### config.mk
export PLATFORM = sky130hd
export DESIGN_NAME = dv_audio_sample_locate_decode_flat
export DESIGN_NICKNAME = d
export VERILOG_FILES = /design/src/rtl/dvasl_pkg.sv /design/src/rtl/dvasl_ifs.sv /design/src/rtl/dvasl_chan_lane.sv /design/src/rtl/dvasl_locate.sv /design/src/rtl/dv_audio_sample_locate_decode.sv /design/src/flat_wrapper.sv
export VERILOG_INCLUDE_DIRS = /design/src /design/src/rtl
export SDC_FILE = /design/constraint.sdc
export NUM_CORES = 1
export LEC_CHECK = 0
export BUFFER_PORTS_ARGS = -buffer_cell sky130_fd_sc_hd__buf_2
export CAP_MARGIN = 20
export CORE_ASPECT_RATIO = 0.8
export CORE_MARGIN = 4
export CORE_UTILIZATION = 40
export DETAILED_ROUTE_END_ITERATION = 16
export GPL_TIMING_DRIVEN = 0
export PLACE_DENSITY_LB_ADDON = 0.3
export SLEW_MARGIN = 20
export SYNTH_ARGS = -nofsm -noshare
export SYNTH_HDL_FRONTEND = slang
export SYNTH_HIERARCHICAL = 1
export SYNTH_SLANG_ARGS = --single-unit
### constraint.sdc
create_clock -name clk -period 9.08 [get_ports clk]
set_input_delay 1.816 -clock clk [delete_from_list [all_inputs] [get_ports clk]]
set_output_delay 1.816 -clock clk [all_outputs]
set_load 0.05 [all_outputs]
### src/rtl/dv_audio_sample_locate_decode_defines.svh
// Assertion macros for the DV audio sample locate and decode block
`ifndef DV_AUDIO_SAMPLE_LOCATE_DECODE_DEFINES_SVH
`define DV_AUDIO_SAMPLE_LOCATE_DECODE_DEFINES_SVH
`ifndef ASSERT_OFF
`define DVASL_ASSERT_IMP(lbl, ante, cons, msg) \
	lbl: assert property (@(posedge clk) disable iff (!arst_n) (ante) |-> (cons)) \
		else $error(msg);
`define DVASL_ASSERT_NXT(lbl, ante, cons, msg) \
	lbl: assert property (@(posedge clk) disable iff (!arst_n) (ante) |=> (cons)) \
		else $error(msg);
`else
`define DVASL_ASSERT_IMP(lbl, ante, cons, msg)
`define DVASL_ASSERT_NXT(lbl, ante, cons, msg)
`endif
`endif

### src/rtl/dvasl_pkg.sv
// Shared types and constants for the DV audio sample locate and decode block
`timescale 1ns / 1ps
`default_nettype none
package dvasl_pkg;

	localparam logic REG_PAL_MODE   = 1'b0;
	localparam logic REG_QUANT_MODE = 1'b1;

	localparam logic [2:0] QUANT_LINEAR16 = 3'd0;
	localparam logic [2:0] QUANT_NONLIN12 = 3'd1;

	localparam logic [3:0] SEQ_NTSC = 4'd5;
	localparam logic [3:0] SEQ_PAL  = 4'd6;
	localparam logic [4:0] SYNC_NTSC = 5'd15;
	localparam logic [4:0] SYNC_PAL  = 5'd18;

	// floor(n/3) = (n*683) >> 11 for n < 2048
	localparam logic [9:0] DIV3_MUL = 10'd683;
	localparam int         DIV3_SHIFT = 11;
	// floor(q/P) = (q*M) >> 14 for q < 683
	localparam logic [10:0] DIVP_MUL_NTSC = 11'd1093;
	localparam logic [10:0] DIVP_MUL_PAL  = 11'd911;
	localparam int          DIVP_SHIFT = 14;

	localparam logic [10:0] LIMIT16_NTSC = 11'd1620;
	localparam logic [10:0] LIMIT16_PAL  = 11'd1944;
	localparam logic [10:0] LIMIT12_NTSC = 11'd1080;
	localparam logic [10:0] LIMIT12_PAL  = 11'd1296;

	localparam logic [7:0] BLOCK_BASE  = 8'd6;
	localparam logic [6:0] OFFSET_BASE = 7'd5;

	typedef struct packed {
		logic s1;
		logic s2;
		logic s3;
	} stage_en_t;

	typedef struct packed {
		logic [3:0] lseq;
		logic [3:0] rseq;
		logic [7:0] blk;
		logic [6:0] off;
		logic       in_frame;
	} loc_t;

endpackage
`default_nettype wire

### src/rtl/dvasl_ifs.sv
// Valid/ready channel interfaces for input items and result items
`timescale 1ns / 1ps
`default_nettype none
interface dvasl_in_if;
	logic        valid;
	logic        ready;
	logic [10:0] sample_index;
	logic [7:0]  first_byte;
	logic [7:0]  second_byte;
	logic [7:0]  third_byte;
	logic [7:0]  right_high;
	logic [7:0]  right_low;

	modport source (
		output valid, sample_index, first_byte, second_byte, third_byte,
			right_high, right_low,
		input  ready
	);
	modport sink (
		input  valid, sample_index, first_byte, second_byte, third_byte,
			right_high, right_low,
		output ready
	);
endinterface

interface dvasl_out_if;
	logic               valid;
	logic               ready;
	logic [3:0]         left_sequence;
	logic [3:0]         right_sequence;
	logic [7:0]         block_index;
	logic [6:0]         byte_offset;
	logic signed [15:0] left_sample;
	logic signed [15:0] right_sample;
	logic               sample_good;

	modport source (
		output valid, left_sequence, right_sequence, block_index, byte_offset,
			left_sample, right_sample, sample_good,
		input  ready
	);
	modport sink (
		input  valid, left_sequence, right_sequence, block_index, byte_offset,
			left_sample, right_sample, sample_good,
		output ready
	);
endinterface
`default_nettype wire

### src/rtl/dvasl_chan_lane.sv
// One channel decode lane: 16-bit join or 12-bit nonlinear expand, error detect
`timescale 1ns / 1ps
`default_nettype none
module dvasl_chan_lane (
	input  wire                  clk,
	input  dvasl_pkg::stage_en_t en,
	input  wire                  twelve,
	input  wire                  linear,
	input  wire  [11:0]          code12,
	input  wire  [15:0]          word16,
	output logic [15:0]          samp_s1,
	output logic                 err_s1
);
	import dvasl_pkg::*;

	function automatic logic [15:0] expand12(input logic [11:0] c);
		logic [17:0] cx;
		logic [17:0] v;
		cx = {6'd0, c};
		case (c[11:8])
			4'he, 4'hf: v = {2'b00, 4'hf, c};
			4'hd:       v = (((cx + 18'd257)  << 1) | 18'h0e000) - 18'd1;
			4'hc:       v = (((cx + 18'd513)  << 2) | 18'h0c000) - 18'd1;
			4'hb:       v = (((cx + 18'd769)  << 3) | 18'h08000) - 18'd1;
			4'ha:       v = (((cx + 18'd1025) << 4) | 18'h08000) - 18'd1;
			4'h9:       v = (((cx + 18'd1281) << 5) | 18'h08000) - 18'd1;
			4'h8:       v = (((cx + 18'd1537) << 6) | 18'h08000) - 18'd1;
			4'h7:       v = (cx - 18'd1536) << 6;
			4'h6:       v = (cx - 18'd1280) << 5;
			4'h5:       v = (cx - 18'd1024) << 4;
			4'h4:       v = (cx - 18'd768)  << 3;
			4'h3:       v = (cx - 18'd512)  << 2;
			4'h2:       v = (cx - 18'd256)  << 1;
			default:    v = cx;
		endcase
		return v[15:0];
	endfunction

	logic [15:0] samp;
	logic        err;

	always_comb begin
		samp = 16'd0;
		err  = 1'b0;
		if (twelve) begin
			err  = (code12 == 12'h800);
			samp = err ? 16'd0 : expand12(code12);
		end else if (linear) begin
			err  = (word16 == 16'h8000);
			samp = err ? 16'd0 : word16;
		end
	end

	always_ff @(posedge clk) begin
		if (en.s1) begin
			samp_s1 <= samp;
			err_s1  <= err;
		end
	end
endmodule
`default_nettype wire

### src/rtl/dvasl_locate.sv
// Shuffle locator: sequence, DIF block and byte offset over three stages
`timescale 1ns / 1ps
`default_nettype none
module dvasl_locate (
	input  wire                  clk,
	input  dvasl_pkg::stage_en_t en,
	input  wire                  pal_mode,
	input  wire                  twelve,
	input  wire  [10:0]          n,
	output logic                 in_frame_s2,
	output dvasl_pkg::loc_t      loc_s3
);
	import dvasl_pkg::*;

	logic [3:0]  t;
	logic [4:0]  p;
	logic [10:0] recip;
	logic [10:0] limit;

	assign t     = pal_mode ? SEQ_PAL : SEQ_NTSC;
	assign p     = pal_mode ? SYNC_PAL : SYNC_NTSC;
	assign recip = pal_mode ? DIVP_MUL_PAL : DIVP_MUL_NTSC;
	assign limit = twelve ? (pal_mode ? LIMIT12_PAL : LIMIT12_NTSC)
		: (pal_mode ? LIMIT16_PAL : LIMIT16_NTSC);

	// stage 1: n / 3
	logic [20:0] prod3;
	logic [10:0] n_s1;
	logic [9:0]  q3_s1;
	logic        in_frame_s1;

	assign prod3 = 21'(n) * 21'(DIV3_MUL);

	always_ff @(posedge clk) begin
		if (en.s1) begin
			n_s1        <= n;
			q3_s1       <= prod3[DIV3_SHIFT +: 10];
			in_frame_s1 <= (n < limit);
		end
	end

	// stage 2: n % 3 and (n/3) / P
	logic [11:0] r3_full;
	logic [20:0] prodp;
	logic [1:0]  r3_s2;
	logic [9:0]  q3_s2;
	logic [5:0]  qp_s2;

	assign r3_full = 12'(n_s1) - 12'(q3_s1) * 12'd3;
	assign prodp   = 21'(q3_s1) * 21'(recip);

	always_ff @(posedge clk) begin
		if (en.s2) begin
			r3_s2       <= r3_full[1:0];
			q3_s2       <= q3_s1;
			qp_s2       <= prodp[DIVP_SHIFT +: 6];
			in_frame_s2 <= in_frame_s1;
		end
	end

	// stage 3: remainders, sequence, block and offset
	logic [9:0] rp_full;
	logic [4:0] rp;
	logic [5:0] bsum;
	logic [1:0] bq;
	logic [4:0] rt;
	logic [3:0] ssum;
	logic [3:0] lseq;
	loc_t       loc;

	always_comb begin
		rp_full = q3_s2 - 10'(qp_s2) * 10'(p);
		rp      = rp_full[4:0];
		bsum    = 6'(rp) * 6'd3 + 6'(r3_s2);
		if (bsum >= 6'({p, 1'b0}))
			bq = 2'd2;
		else if (bsum >= 6'(p))
			bq = 2'd1;
		else
			bq = 2'd0;
		if (rp >= 5'({t, 1'b0}))
			rt = rp - 5'({t, 1'b0});
		else if (rp >= 5'(t))
			rt = rp - 5'(t);
		else
			rt = rp;
		ssum = 4'(rt) + 4'({r3_s2, 1'b0});
		lseq = (ssum >= t) ? ssum - t : ssum;
		loc = '0;
		if (in_frame_s2) begin
			loc.lseq     = lseq;
			loc.rseq     = twelve ? lseq : lseq + t;
			loc.blk      = BLOCK_BASE + {4'(r3_s2) * 4'd3 + 4'(bq), 4'd0};
			loc.off      = OFFSET_BASE + (twelve ? 7'(qp_s2) * 7'd3 : {qp_s2, 1'b0});
			loc.in_frame = 1'b1;
		end
	end

	always_ff @(posedge clk) begin
		if (en.s3)
			loc_s3 <= loc;
	end
endmodule
`default_nettype wire

### src/rtl/dv_audio_sample_locate_decode.sv
// Top level: config registers, pipeline control, two decode lanes and merge
//
//  channel  | dir | payload                                        | handshake
//  item     | in  | sample_index, first/second/third_byte, right_* | valid/ready
//  result   | out | sequences, block_index, byte_offset, samples   | valid/ready
//  cfg      | in  | cfg_index, cfg_wr_data                         | cfg_wr_en
//
// Items pass stage registers s1 and s2 into the s3 result register; one item per cycle while result is not stalled.
// Left and right lanes decode in parallel with the locator; the last stage merges.
// Each stage advances when empty or when the stage after it advances; result is
// the output register, so a stalled result leaves upstream bubbles fillable.
// Reset clears valid flags and config registers (NTSC, 16-bit linear).
`timescale 1ns / 1ps
`default_nettype none
`include "dv_audio_sample_locate_decode_defines.svh"
module dv_audio_sample_locate_decode (
	input  wire         clk,
	input  wire         arst_n,
	input  wire         cfg_wr_en,
	input  wire         cfg_index,
	input  wire  [2:0]  cfg_wr_data,
	dvasl_in_if.sink    item,
	dvasl_out_if.source result
);
	import dvasl_pkg::*;

	logic       pal_mode_q;
	logic [2:0] quant_mode_q;

	always_ff @(posedge clk or negedge arst_n) begin
		if (!arst_n) begin
			pal_mode_q   <= 1'b0;
			quant_mode_q <= QUANT_LINEAR16;
		end else if (cfg_wr_en) begin
			case (cfg_index)
				REG_PAL_MODE:   pal_mode_q   <= cfg_wr_data[0];
				REG_QUANT_MODE: quant_mode_q <= cfg_wr_data;
				default:        ;
			endcase
		end
	end

	logic twelve;
	logic linear;
	assign twelve = (quant_mode_q == QUANT_NONLIN12);
	assign linear = (quant_mode_q == QUANT_LINEAR16);

	logic      vld_s1, vld_s2, vld_s3;
	stage_en_t en;

	assign en.s3      = !vld_s3 || result.ready;
	assign en.s2      = !vld_s2 || en.s3;
	assign en.s1      = !vld_s1 || en.s2;
	assign item.ready = en.s1;

	always_ff @(posedge clk or negedge arst_n) begin
		if (!arst_n) begin
			vld_s1 <= 1'b0;
			vld_s2 <= 1'b0;
			vld_s3 <= 1'b0;
		end else begin
			if (en.s1)
				vld_s1 <= item.valid;
			if (en.s2)
				vld_s2 <= vld_s1;
			if (en.s3)
				vld_s3 <= vld_s2;
		end
	end

	logic       in_frame_s2;
	loc_t       loc_s3;

	dvasl_locate u_locate (
		.clk         (clk),
		.en          (en),
		.pal_mode    (pal_mode_q),
		.twelve      (twelve),
		.n           (item.sample_index),
		.in_frame_s2 (in_frame_s2),
		.loc_s3      (loc_s3)
	);

	logic [15:0] lsamp_s1, rsamp_s1;
	logic        lerr_s1, rerr_s1;

	dvasl_chan_lane u_lane_left (
		.clk     (clk),
		.en      (en),
		.twelve  (twelve),
		.linear  (linear),
		.code12  ({item.first_byte, item.third_byte[7:4]}),
		.word16  ({item.first_byte, item.second_byte}),
		.samp_s1 (lsamp_s1),
		.err_s1  (lerr_s1)
	);

	dvasl_chan_lane u_lane_right (
		.clk     (clk),
		.en      (en),
		.twelve  (twelve),
		.linear  (linear),
		.code12  ({item.second_byte, item.third_byte[3:0]}),
		.word16  ({item.right_high, item.right_low}),
		.samp_s1 (rsamp_s1),
		.err_s1  (rerr_s1)
	);

	logic [15:0] lsamp_s2, rsamp_s2;
	logic        err_s2;

	always_ff @(posedge clk) begin
		if (en.s2) begin
			lsamp_s2 <= lsamp_s1;
			rsamp_s2 <= rsamp_s1;
			err_s2   <= lerr_s1 || rerr_s1;
		end
	end

	logic [15:0] lsamp_s3, rsamp_s3;
	logic        good_s3;
	logic        use_s2;

	assign use_s2 = in_frame_s2 && !err_s2;

	always_ff @(posedge clk) begin
		if (en.s3) begin
			lsamp_s3 <= use_s2 ? lsamp_s2 : 16'd0;
			rsamp_s3 <= use_s2 ? rsamp_s2 : 16'd0;
			good_s3  <= use_s2;
		end
	end

	assign result.valid          = vld_s3;
	assign result.left_sequence  = loc_s3.lseq;
	assign result.right_sequence = loc_s3.rseq;
	assign result.block_index    = loc_s3.blk;
	assign result.byte_offset    = loc_s3.off;
	assign result.left_sample    = lsamp_s3;
	assign result.right_sample   = rsamp_s3;
	assign result.sample_good    = good_s3;

	`DVASL_ASSERT_IMP(a_bad_zero, result.valid && !result.sample_good, result.left_sample == 16'd0 && result.right_sample == 16'd0, "bad pair carries nonzero samples")
	`DVASL_ASSERT_IMP(a_seq12, result.valid && twelve, result.right_sequence == result.left_sequence, "12-bit sequences differ")
	`DVASL_ASSERT_IMP(a_good_loc, result.valid && result.sample_good, result.left_sequence < 4'd12 && result.block_index >= BLOCK_BASE && result.byte_offset >= OFFSET_BASE, "good result with bad location")
	`DVASL_ASSERT_IMP(a_good_frame, result.valid && result.sample_good, loc_s3.in_frame, "good result outside frame")
	`DVASL_ASSERT_NXT(a_fill, item.valid && item.ready, vld_s1, "accepted item lost at stage 1")
endmodule
`default_nettype wire

### src/flat_wrapper.sv
// flat-port wrapper written by rule: the top's interface ports become plain ports
module dv_audio_sample_locate_decode_flat import dvasl_pkg::*;
  (clk, arst_n, cfg_wr_en, cfg_index, cfg_wr_data, item_valid, item_sample_index, item_first_byte, item_second_byte, item_third_byte, item_right_high, item_right_low, item_ready, result_valid, result_left_sequence, result_right_sequence, result_block_index, result_byte_offset, result_left_sample, result_right_sample, result_sample_good, result_ready);
  dvasl_in_if item_i ();
  dvasl_out_if result_i ();
  input  wire clk;
  input  wire arst_n;
  input  wire cfg_wr_en;
  input  wire cfg_index;
  input  wire  [2:0] cfg_wr_data;
  input wire logic [$bits(item_i.valid)-1:0] item_valid;
  input wire logic [$bits(item_i.sample_index)-1:0] item_sample_index;
  input wire logic [$bits(item_i.first_byte)-1:0] item_first_byte;
  input wire logic [$bits(item_i.second_byte)-1:0] item_second_byte;
  input wire logic [$bits(item_i.third_byte)-1:0] item_third_byte;
  input wire logic [$bits(item_i.right_high)-1:0] item_right_high;
  input wire logic [$bits(item_i.right_low)-1:0] item_right_low;
  output wire logic [$bits(item_i.ready)-1:0] item_ready;
  output wire logic [$bits(result_i.valid)-1:0] result_valid;
  output wire logic [$bits(result_i.left_sequence)-1:0] result_left_sequence;
  output wire logic [$bits(result_i.right_sequence)-1:0] result_right_sequence;
  output wire logic [$bits(result_i.block_index)-1:0] result_block_index;
  output wire logic [$bits(result_i.byte_offset)-1:0] result_byte_offset;
  output wire logic [$bits(result_i.left_sample)-1:0] result_left_sample;
  output wire logic [$bits(result_i.right_sample)-1:0] result_right_sample;
  output wire logic [$bits(result_i.sample_good)-1:0] result_sample_good;
  input wire logic [$bits(result_i.ready)-1:0] result_ready;
  assign item_i.valid = item_valid;
  assign item_i.sample_index = item_sample_index;
  assign item_i.first_byte = item_first_byte;
  assign item_i.second_byte = item_second_byte;
  assign item_i.third_byte = item_third_byte;
  assign item_i.right_high = item_right_high;
  assign item_i.right_low = item_right_low;
  assign item_ready = item_i.ready;
  assign result_valid = result_i.valid;
  assign result_left_sequence = result_i.left_sequence;
  assign result_right_sequence = result_i.right_sequence;
  assign result_block_index = result_i.block_index;
  assign result_byte_offset = result_i.byte_offset;
  assign result_left_sample = result_i.left_sample;
  assign result_right_sample = result_i.right_sample;
  assign result_sample_good = result_i.sample_good;
  assign result_i.ready = result_ready;
  dv_audio_sample_locate_decode u_core (.clk(clk), .arst_n(arst_n), .cfg_wr_en(cfg_wr_en), .cfg_index(cfg_index), .cfg_wr_data(cfg_wr_data), .item(item_i), .result(result_i));
endmodule
==> results of run 1 <==
[placed cells by master (no fill, tap or decap), types with 8 or more instances in the layout]
cell type    n
buf_6       12
mux2i_1     17
xnor2_1     71
o221ai_1     9
nand2_1    127
clkbuf_16   17
clkbuf_1    43
nand3_1     23
buf_2      139
inv_1      179
o21ai_0     76
a221oi_1    22
and2_2      12
fa_1        85
o21a_1      12
nor3_1      25
nand2b_1    18
and3_1      11
nor2b_1     27
a211oi_1    10
a31oi_1     17
ha_1       208
a21oi_1     77
o22ai_1      8
nor2_1      50
o211ai_1    14
buf_1       12
a32oi_1     12
a21o_1      13
and2_1      47
a22o_1      28
a22oi_1     20
a222oi_1    20
nand4_1     27
edfxtp_1   147
a221o_1      8
nor4_1      14
xor2_1      26
[state kept, by name, summed over array words and instances, names as in the netlist, 2 cells and up]
register,cells
u_core/u_locate/r3_s2,2
u_core/u_locate/q3_s1,10
u_core/result.left_sample,16
u_core/u_locate/qp_s2,6
u_core/quant_mode_q,3
u_core/rsamp_s2,16
u_core/u_locate/n_s1,2
u_core/u_lane_right/samp_s1,16
u_core/result.right_sample,16
u_core/u_locate/q3_s2,5
u_core/u_locate/loc_s3,20
u_core/u_lane_left/samp_s1,16
u_core/lsamp_s2,16
[metrics by stage]
step           hold slack (ns)  cell area (µm²)  instances  worst slack, ns
2_1_floorplan            0.400            16800       1725             2.48
3_3_place_gp             0.401            18000       2382             1.54
3_5_place_dp             0.405            18100       2386             1.50
4_1_cts                  0.419            18700       2418             1.46
5_1_grt                  0.421            18700       2418            0.781
6_report                 0.419            18700       2418             1.47
[final cells by class]
type,count,area (µm²),share of cell area [%]
tap,544,681,3.64
multi-input combinational,1284,11000,58.7
sequential,154,4590,24.6
clock inverter,15,193,1.03
timing repair buffer,117,611,3.27
clock buffer,17,425,2.28
buffer,99,507,2.71
inverter,188,708,3.79
[routing by layer]
metal / GRT usage, % / share of wire, % / vias to the layer above
met3: 3.49 / 8.5 / 82
met1: 30.8 / 46 / 6666
li1: - / - / 6523
met2: 31.6 / 43 / 677
met4: 4.60 / 1.8 / 0
met5: 0 / 0 / -
[final timing paths]
check	slack [ns]	start	cells after the start	end
setup / recovery	1.47	u_core/pal_mode_q	30	u_core/u_locate/loc_s3[19]
hold / removal	0.42	u_core/u_lane_right/samp_s1[9]	0	u_core/rsamp_s2[9]
max in group asynchronous	7.72	arst_n	1	u_core/quant_mode_q[0]
min in group asynchronous	1.21	arst_n	1	u_core/vld_s2
hold reg to reg	0.42	u_core/u_lane_right/samp_s1[9]	0	u_core/rsamp_s2[9]
setup reg to reg	1.47	u_core/pal_mode_q	30	u_core/u_locate/loc_s3[19]
==> flow_summary.json, run 1 <==
{
  "core_mm2": 0.0410,
  "ys.warnings.count": 6,
  "fin_util_pct": 45.6,
  "die-area_mm2": 0.0452,
  "tightest_slew_ns": 0.857,
  "cts_tree": "done",
  "fin_crit_sh_pct": 83.8,
  "vias": 13900,
  "row_count": 66,
  "setup-tns-final_ns": 0,
  "firstDrtPassIters": 8,
  "antenna_found_initial": 0,
  "endpoint_kind": "register",
  "cts.sinks": 154,
  "hold_viol": 0,
  "grt_pass1_vias": 13500,
  "critPathTopFamily": "adder cells",
  "crit_type": "register to register",
  "max-slew-margin-rel_pct": 42.4,
  "required_ns": 9.27,
  "fillers": 3931,
  "period_minus_slack_ns": 7.61,
  "syn_area_mm2": 0.0167,
  "crit_fanout": 23,
  "holdBufCountCts": 0,
  "n_antenna_cell": 0,
  "numPortBuffers": 113,
  "clk_path_buf_depth": 2,
  "drc": 0,
  "htree_num_levels": 4,
  "start_util_pct": 40.9,
  "rsz0062_at_grt": "no",
  "run_status": "complete, no violations",
  "clk_latency_ns": 0.43,
  "grt_usage_pct": 20.7,
  "drv_cap": 0,
  "pin_count": 118,
  "ctsResizeCount": 0,
  "avgViaCountPerCell": 5.77,
  "grt_overflow": 0,
  "max_stage_delay_ns": 0.65,
  "nets": 2214,
  "drtAntennaViolNets": 0,
  "fp.dieW_um": 237,
  "die_height_um": 191,
  "setup_violations": 0,
  "max_freq_mhz": 131,
  "arrival_ns": 7.80,
  "crit_top_cell": "ha_1",
  "worstSetupStartpointType": "register",
  "wire_per_inst_um": 19.9,
  "finalWirelength_mm": 48.0,
  "gp_congestion": 0.976,
  "finalMaxSlewViolations": 0,
  "fin_skew_ns": 0.0111,
  "cts_buffers": 17,
  "cts_setup_buffers": 0,
  "syn-instance-count": 1721,
  "crit_buf_inv": 6,
  "first_iter_violations": 1667,
  "drive_gt1_share_pct": 14.2,
  "postSynthAreaPerCell_um2": 9.73,
  "area_delta_synth_final_pct": 11.6,
  "grt_max_degree": 55,
  "hpwl_mm": 37.5,
  "grt_pass1_wl_mm": 75.7,
  "cts.root.buffer_cell": "clkbuf_16",
  "crit_slowest_cell": "dfrtp_1",
  "hp-class": "register to register",
  "cts.clk_slew.worst_paths_ns": 0.07
}
Power of run 1 is left out: the tool's default activity adds up to more than one toggle a clock period on the data nets, which glitch-free logic cannot reach.
==> run 2: changes to the inputs <==
Clock period 9.08 ns to 6.2 ns, I/O delays scaled along.
==> run 2 against run 1 <==
  * Highest routed layer unchanged
  * Sequential cell count unchanged
  * First-iteration DRC count about the same
  * Design area up 2.6%
  * Cell count up 1.1%
  * Clock-buffer cell count unchanged
  * Non-clock buffer count up 26
  * Via count up 0.16%
  * Largest cell class unchanged
==> flow_summary.json, run 2 (same netlist as run 1, synthesis figures left out) <==
{
  "run_status": "complete, no violations",
  "critPathTopFamily": "adder cells",
  "drc": 0,
  "reg2regPathDepth": 29,
  "most-common-layout-cells": "198 x ha_1, 171 x inv_1, 147 x edfxtp_1",
  "row_count": 66,
  "antenna_found_initial": 0,
  "cts.root.buffer_cell": "clkbuf_16",
  "fin_crit_sh_pct": 98.3,
  "max_stage_delay_ns": 0.57,
  "grt_max_degree": 49,
  "die-area_mm2": 0.0452,
  "pin_count": 118,
  "cts_tree": "done",
  "hold_end": "u_core/rsamp_s2[3]",
  "fin_hold_ws_ns": 0.420,
  "rsz0062_at_grt": "yes",
  "max-slew-margin-rel_pct": 44.9,
  "fin_skew_ns": 0.00889,
  "hold_viol": 0,
  "first_iter_violations": 1666,
  "cts.sinks": 154,
  "wire_per_inst_um": 19.7,
  "core_mm2": 0.0410,
  "tightest_slew_ns": 0.820,
  "largest_reg_flops": 20,
  "dp_cells": 2387,
  "firstDrtPassIters": 6,
  "grt_pass1_wl_mm": 75.6,
  "vias": 14000,
  "crit_buf_inv": 7,
  "grt_overflow": 0,
  "nets": 2241,
  "gp_congestion": 0.978,
  "drive_gt1_share_pct": 17.7,
  "crit_fanout": 5,
  "period_minus_slack_ns": 6.10,
  "hold_path_depth": 0,
  "max_freq_mhz": 164,
  "htree_num_levels": 4,
  "required_ns": 6.39,
  "hp-class": "register to register",
  "crit_slowest_cell": "dfrtp_4",
  "cts.clk_slew.worst_paths_ns": 0.07,
  "layout_commonest_cell": "ha_1",
  "regToRegEndpoint": "u_core/u_locate/loc_s3[19]",
  "arrival_ns": 6.28,
  "worstSetupStartpointType": "register",
  "clk_latency_ns": 0.43,
  "start_util_pct": 40.9,
  "die_height_um": 191,
  "numPortBuffers": 113,
  "crit_type": "register to register",
  "area_delta_synth_final_pct": 14.5,
  "fin_area_mm2": 0.0192,
  "drv_cap": 0,
  "stdcell_count": 2445,
  "finalMaxSlewViolations": 0,
  "post_dp_cell_area_mm2": 0.0181,
  "cp-startpoint": "u_core/pal_mode_q",
  "r2r-start": "u_core/pal_mode_q",
  "largest-register": "u_core/u_locate/loc_s3",
  "grt_pass1_vias": 13600,
  "hpwl_mm": 37.3,
  "drtAntennaViolNets": 0,
  "cts_buffers": 17,
  "finalWirelength_mm": 48.3,
  "endpoint_kind": "register",
  "hp-start": "u_core/u_lane_right/samp_s1[3]",
  "r2r_slack_ns": 0.10,
  "setup_violations": 0,
  "clk_path_buf_depth": 2,
  "grt_usage_pct": 20.8,
  "fp.dieW_um": 237,
  "n_antenna_cell": 0,
  "avgViaCountPerCell": 5.71
}
==> run 2: cell types whose count changed in the layout (fill, tap and decap cells not counted), moves of 3 or more <==
cell,delta
inv_6,+4
a21oi_2,+3
nand2_1,-3
buf_6,+3
fa_1,-3
inv_1,-8
inv_2,+5
fa_2,+3
ha_4,+9
a21oi_1,-4
ha_1,-10
buf_4,+25
==> run 2: timing repair <==
| item | CTS | global route |
|---|---|---|
| gates cloned | 1 | 0 |
| hold endpoints to repair | 0 | 0 |
| hold buffers | 0 | 0 |
| setup endpoints to repair | 6 | 5 |
| buffers inserted | 14 | 14 |
| gates resized for setup | 19 | 38 |
| pin swaps | 12 | 20 |
==> run 2: layout make-up <==
| class | instances | area, µm² |
|---|---|---|
| Timing Repair Buffer | 146 | 848 |
| Timing Repair inverter | 1 | 8.76 |
| Inverter | 188 | 726 |
| Buffer | 96 | 482 |
| Multi-Input combinational cell | 1284 | 11200 |
| Clock buffer | 17 | 425 |
| Clock inverter | 15 | 173 |
| Fill cell | 3921 | 21800 |
| Sequential cell | 154 | 4590 |
| Tap cell | 544 | 681 |
==> run 2: worst reg2reg max path: cells and delay by family, from the launching register on <==
family,cells,cell delay [ns]
adder cells (fa/ha/maj),8,2.49
AO/OA/AOI/OAI,9,1.23
buffers and inverters,7,0.58
flip-flops,1,0.57
XOR/XNOR,1,0.47
AND/OR/NAND/NOR,3,0.30
multiplexers,1,0.23
==> run 2: worst max-delay path by stage <==
stage / cells past startpoint / end / slack [ns]
floorplan: 31 / u_core/u_locate/loc_s3[19] / 0.1
global placement: 28 / u_core/u_locate/loc_s3[19] / -0.60
detailed placement: 28 / u_core/u_locate/loc_s3[19] / -0.72
CTS: 31 / u_core/u_locate/loc_s3[19] / 0.002
global route: 31 / u_core/u_locate/loc_s3[19] / -0.12
finish: 29 / u_core/u_locate/loc_s3[19] / 0.10
==> run 2: metrics by stage <==
| step | utilization (%) | TNS [ns] | setup slack (ns) |
|---|---|---|---|
| final | 46.8 | 0 | 0.104 |
| after global routing | 46.8 | -0.154 | -0.119 |
| after detailed placement | 44.2 | -1.99 | -0.717 |
| after floorplan | - | 0 | 0.0996 |
| after global placement | 44.0 | -1.48 | -0.604 |
| after CTS | 46.2 | 0 | 0.00160 |
==> run 2: routing by layer <==
metal / vias to the layer above / wire, µm / part of all wire (%) / GRT usage (%)
met5: - / 0 / 0 / 0
li1: 6588 / - / - / -
met3: 79 / 4470 / 9.3 / 4.98
met4: 0 / 1120 / 2.3 / 5.99
met1: 6637 / 22000 / 46 / 30.0
met2: 667 / 20700 / 43 / 31.2
Power of run 2 is left out for the same reason.
==> run 3: changes to the inputs <==
==> constraint.sdc (replaced) <==
create_clock -name clk -period 6.2 [get_ports clk]
set_input_delay 0.31 -clock clk [delete_from_list [all_inputs] [get_ports clk]]
set_output_delay 0.31 -clock clk [all_outputs]
set_load 0.05 [all_outputs]
==> run 3 against run 2 <==
  * Via count unchanged
  * Clock skew hardly changed
  * First-iteration DRC count is 4.0% higher
  * Cell count about the same
  * Global-route usage barely moved
  * Non-clock buffer count rose by 1
  * Sequential share of layout area barely moved
  * Sequential cell count stayed put
  * Critical path type unchanged
  * Critical endpoint unchanged
==> flow_summary.json, run 3 (same netlist as run 1, synthesis figures left out) <==
{
  "grt_pass1_vias": 13600,
  "first_iter_violations": 1733,
  "max-slew-margin-rel_pct": 43.9,
  "fillers": 3920,
  "max_freq_mhz": 164,
  "clk_path_buf_depth": 2,
  "fin_skew_ns": 0.00880,
  "firstDrtPassIters": 6,
  "die-area_mm2": 0.0452,
  "cts.clk_slew.worst_paths_ns": 0.07,
  "vias": 14000,
  "hp-class": "input port to register",
  "drive_gt1_share_pct": 17.7,
  "drv_cap": 0,
  "arrival_ns": 6.28,
  "antenna_found_initial": 0,
  "row_count": 66,
  "drtAntennaViolNets": 0,
  "wire_per_inst_um": 19.8,
  "grt_max_degree": 49,
  "largest_reg_flops": 20,
  "htree_num_levels": 4,
  "cts.root.buffer_cell": "clkbuf_16",
  "drc": 0,
  "layout_commonest_cell": "ha_1",
  "core_mm2": 0.0410,
  "max_stage_delay_ns": 0.57,
  "crit_type": "register to register",
  "most-common-layout-cells": "198 x ha_1, 171 x inv_1, 147 x edfxtp_1",
  "crit_slowest_cell": "dfrtp_4",
  "period_minus_slack_ns": 6.09,
  "largest-register": "u_core/u_locate/loc_s3",
  "clk_latency_ns": 0.43,
  "setup_violations": 0,
  "die_height_um": 191,
  "grt_overflow": 0,
  "rsz0062_at_grt": "yes",
  "pin_count": 118,
  "required_ns": 6.39,
  "n_antenna_cell": 0,
  "tightest_slew_ns": 0.835,
  "cts_tree": "done",
  "fin_hold_ws_ns": 0.0813,
  "gp_congestion": 0.978,
  "fp.dieW_um": 237,
  "hpwl_mm": 37.3,
  "grt_usage_pct": 20.8,
  "nets": 2242,
  "area_delta_synth_final_pct": 14.5,
  "run_status": "complete, no violations",
  "finalMaxSlewViolations": 0,
  "crit_fanout": 5,
  "cts_buffers": 17,
  "cts.sinks": 154,
  "finalWirelength_mm": 48.4,
  "numPortBuffers": 113,
  "start_util_pct": 40.9,
  "endpoint_kind": "register",
  "fin_crit_sh_pct": 98.3,
  "hold_viol": 0,
  "grt_pass1_wl_mm": 75.7,
  "worstSetupStartpointType": "register",
  "avgViaCountPerCell": 5.71
}
[run 3: cell count changes in the layout (fill, tap and decap cells not counted), sizes merged]
cell,delta
dlygate4sd3,+1
[run 3: per-stage QoR]
| stage | cell area [µm²] | worst slack (ns) | util, % | TNS (ns) | std cells |
|---|---|---|---|---|---|
| after floorplan | 16800 | 0.0996 | - | 0 | 1725 |
| after global placement | 18000 | -0.604 | 44.0 | -1.48 | 2382 |
| after detailed placement | 18100 | -0.717 | 44.2 | -1.99 | 2387 |
| after CTS | 18900 | 0.00160 | 46.2 | 0 | 2433 |
| after global routing | 19200 | -0.119 | 46.8 | -0.154 | 2446 |
| final | 19200 | 0.107 | 46.8 | 0 | 2446 |
[run 3: area by class of cell]
| type | count | area [µm²] | area share (%) |
|---|---|---|---|
| plain buffers | 96 | 482 | 2.51 |
| clock buffers | 17 | 425 | 2.22 |
| clock inverters | 15 | 173 | 0.900 |
| inverters | 188 | 726 | 3.78 |
| multi-input cells | 1284 | 11200 | 58.6 |
| flip-flops and latches | 154 | 4590 | 23.9 |
| well taps | 544 | 681 | 3.55 |
| repair buffers | 147 | 858 | 4.47 |
| repair inverters | 1 | 8.76 | 0.0457 |
[run 3: repair_timing]
action | CTS | global route
hold buffers | 1 | 0
pin swaps | 12 | 20
gates cloned | 1 | 0
buffers inserted | 14 | 14
endpoints found under the hold margin | 7 | 0
gates resized for setup | 19 | 38
setup endpoints to repair | 6 | 5
[run 3: layer usage]
metal	GRT usage, %	part of all wire (%)	vias up	routed length, µm
met1	30.0	45	6622	21900
met2	31.2	43	670	20700
met3	4.98	9.4	92	4550
met4	5.99	2.4	0	1160
met5	0	0	-	0
li1	-	-	6587	-
[run 3: critical path: cells and delay by family, from the launching register on]
| family | cells | cell delay [ns] |
|---|---|---|
| fa+ha+maj | 8 | 2.49 |
| compound gates | 9 | 1.23 |
| buf+inv | 7 | 0.57 |
| flops | 1 | 0.57 |
| xor+xnor | 1 | 0.47 |
| simple gates | 3 | 0.29 |
| mux | 1 | 0.23 |
[run 3: worst paths after layout]
kind | slack [ns] | start | endpoint | cells after the start
hold / removal | 0.08 | item_valid | u_core/vld_s1 | 2
setup reg to reg | 0.11 | u_core/pal_mode_q | u_core/u_locate/loc_s3[19] | 29
setup / recovery | 0.11 | u_core/pal_mode_q | u_core/u_locate/loc_s3[19] | 29
hold reg to reg | 0.42 | u_core/u_lane_right/samp_s1[3] | u_core/rsamp_s2[3] | 0
min in group asynchronous | 0.24 | arst_n | u_core/quant_mode_q[1] | 2
max in group asynchronous | 5.78 | arst_n | u_core/pal_mode_q | 2
Power of run 3 is left out for the same reason.
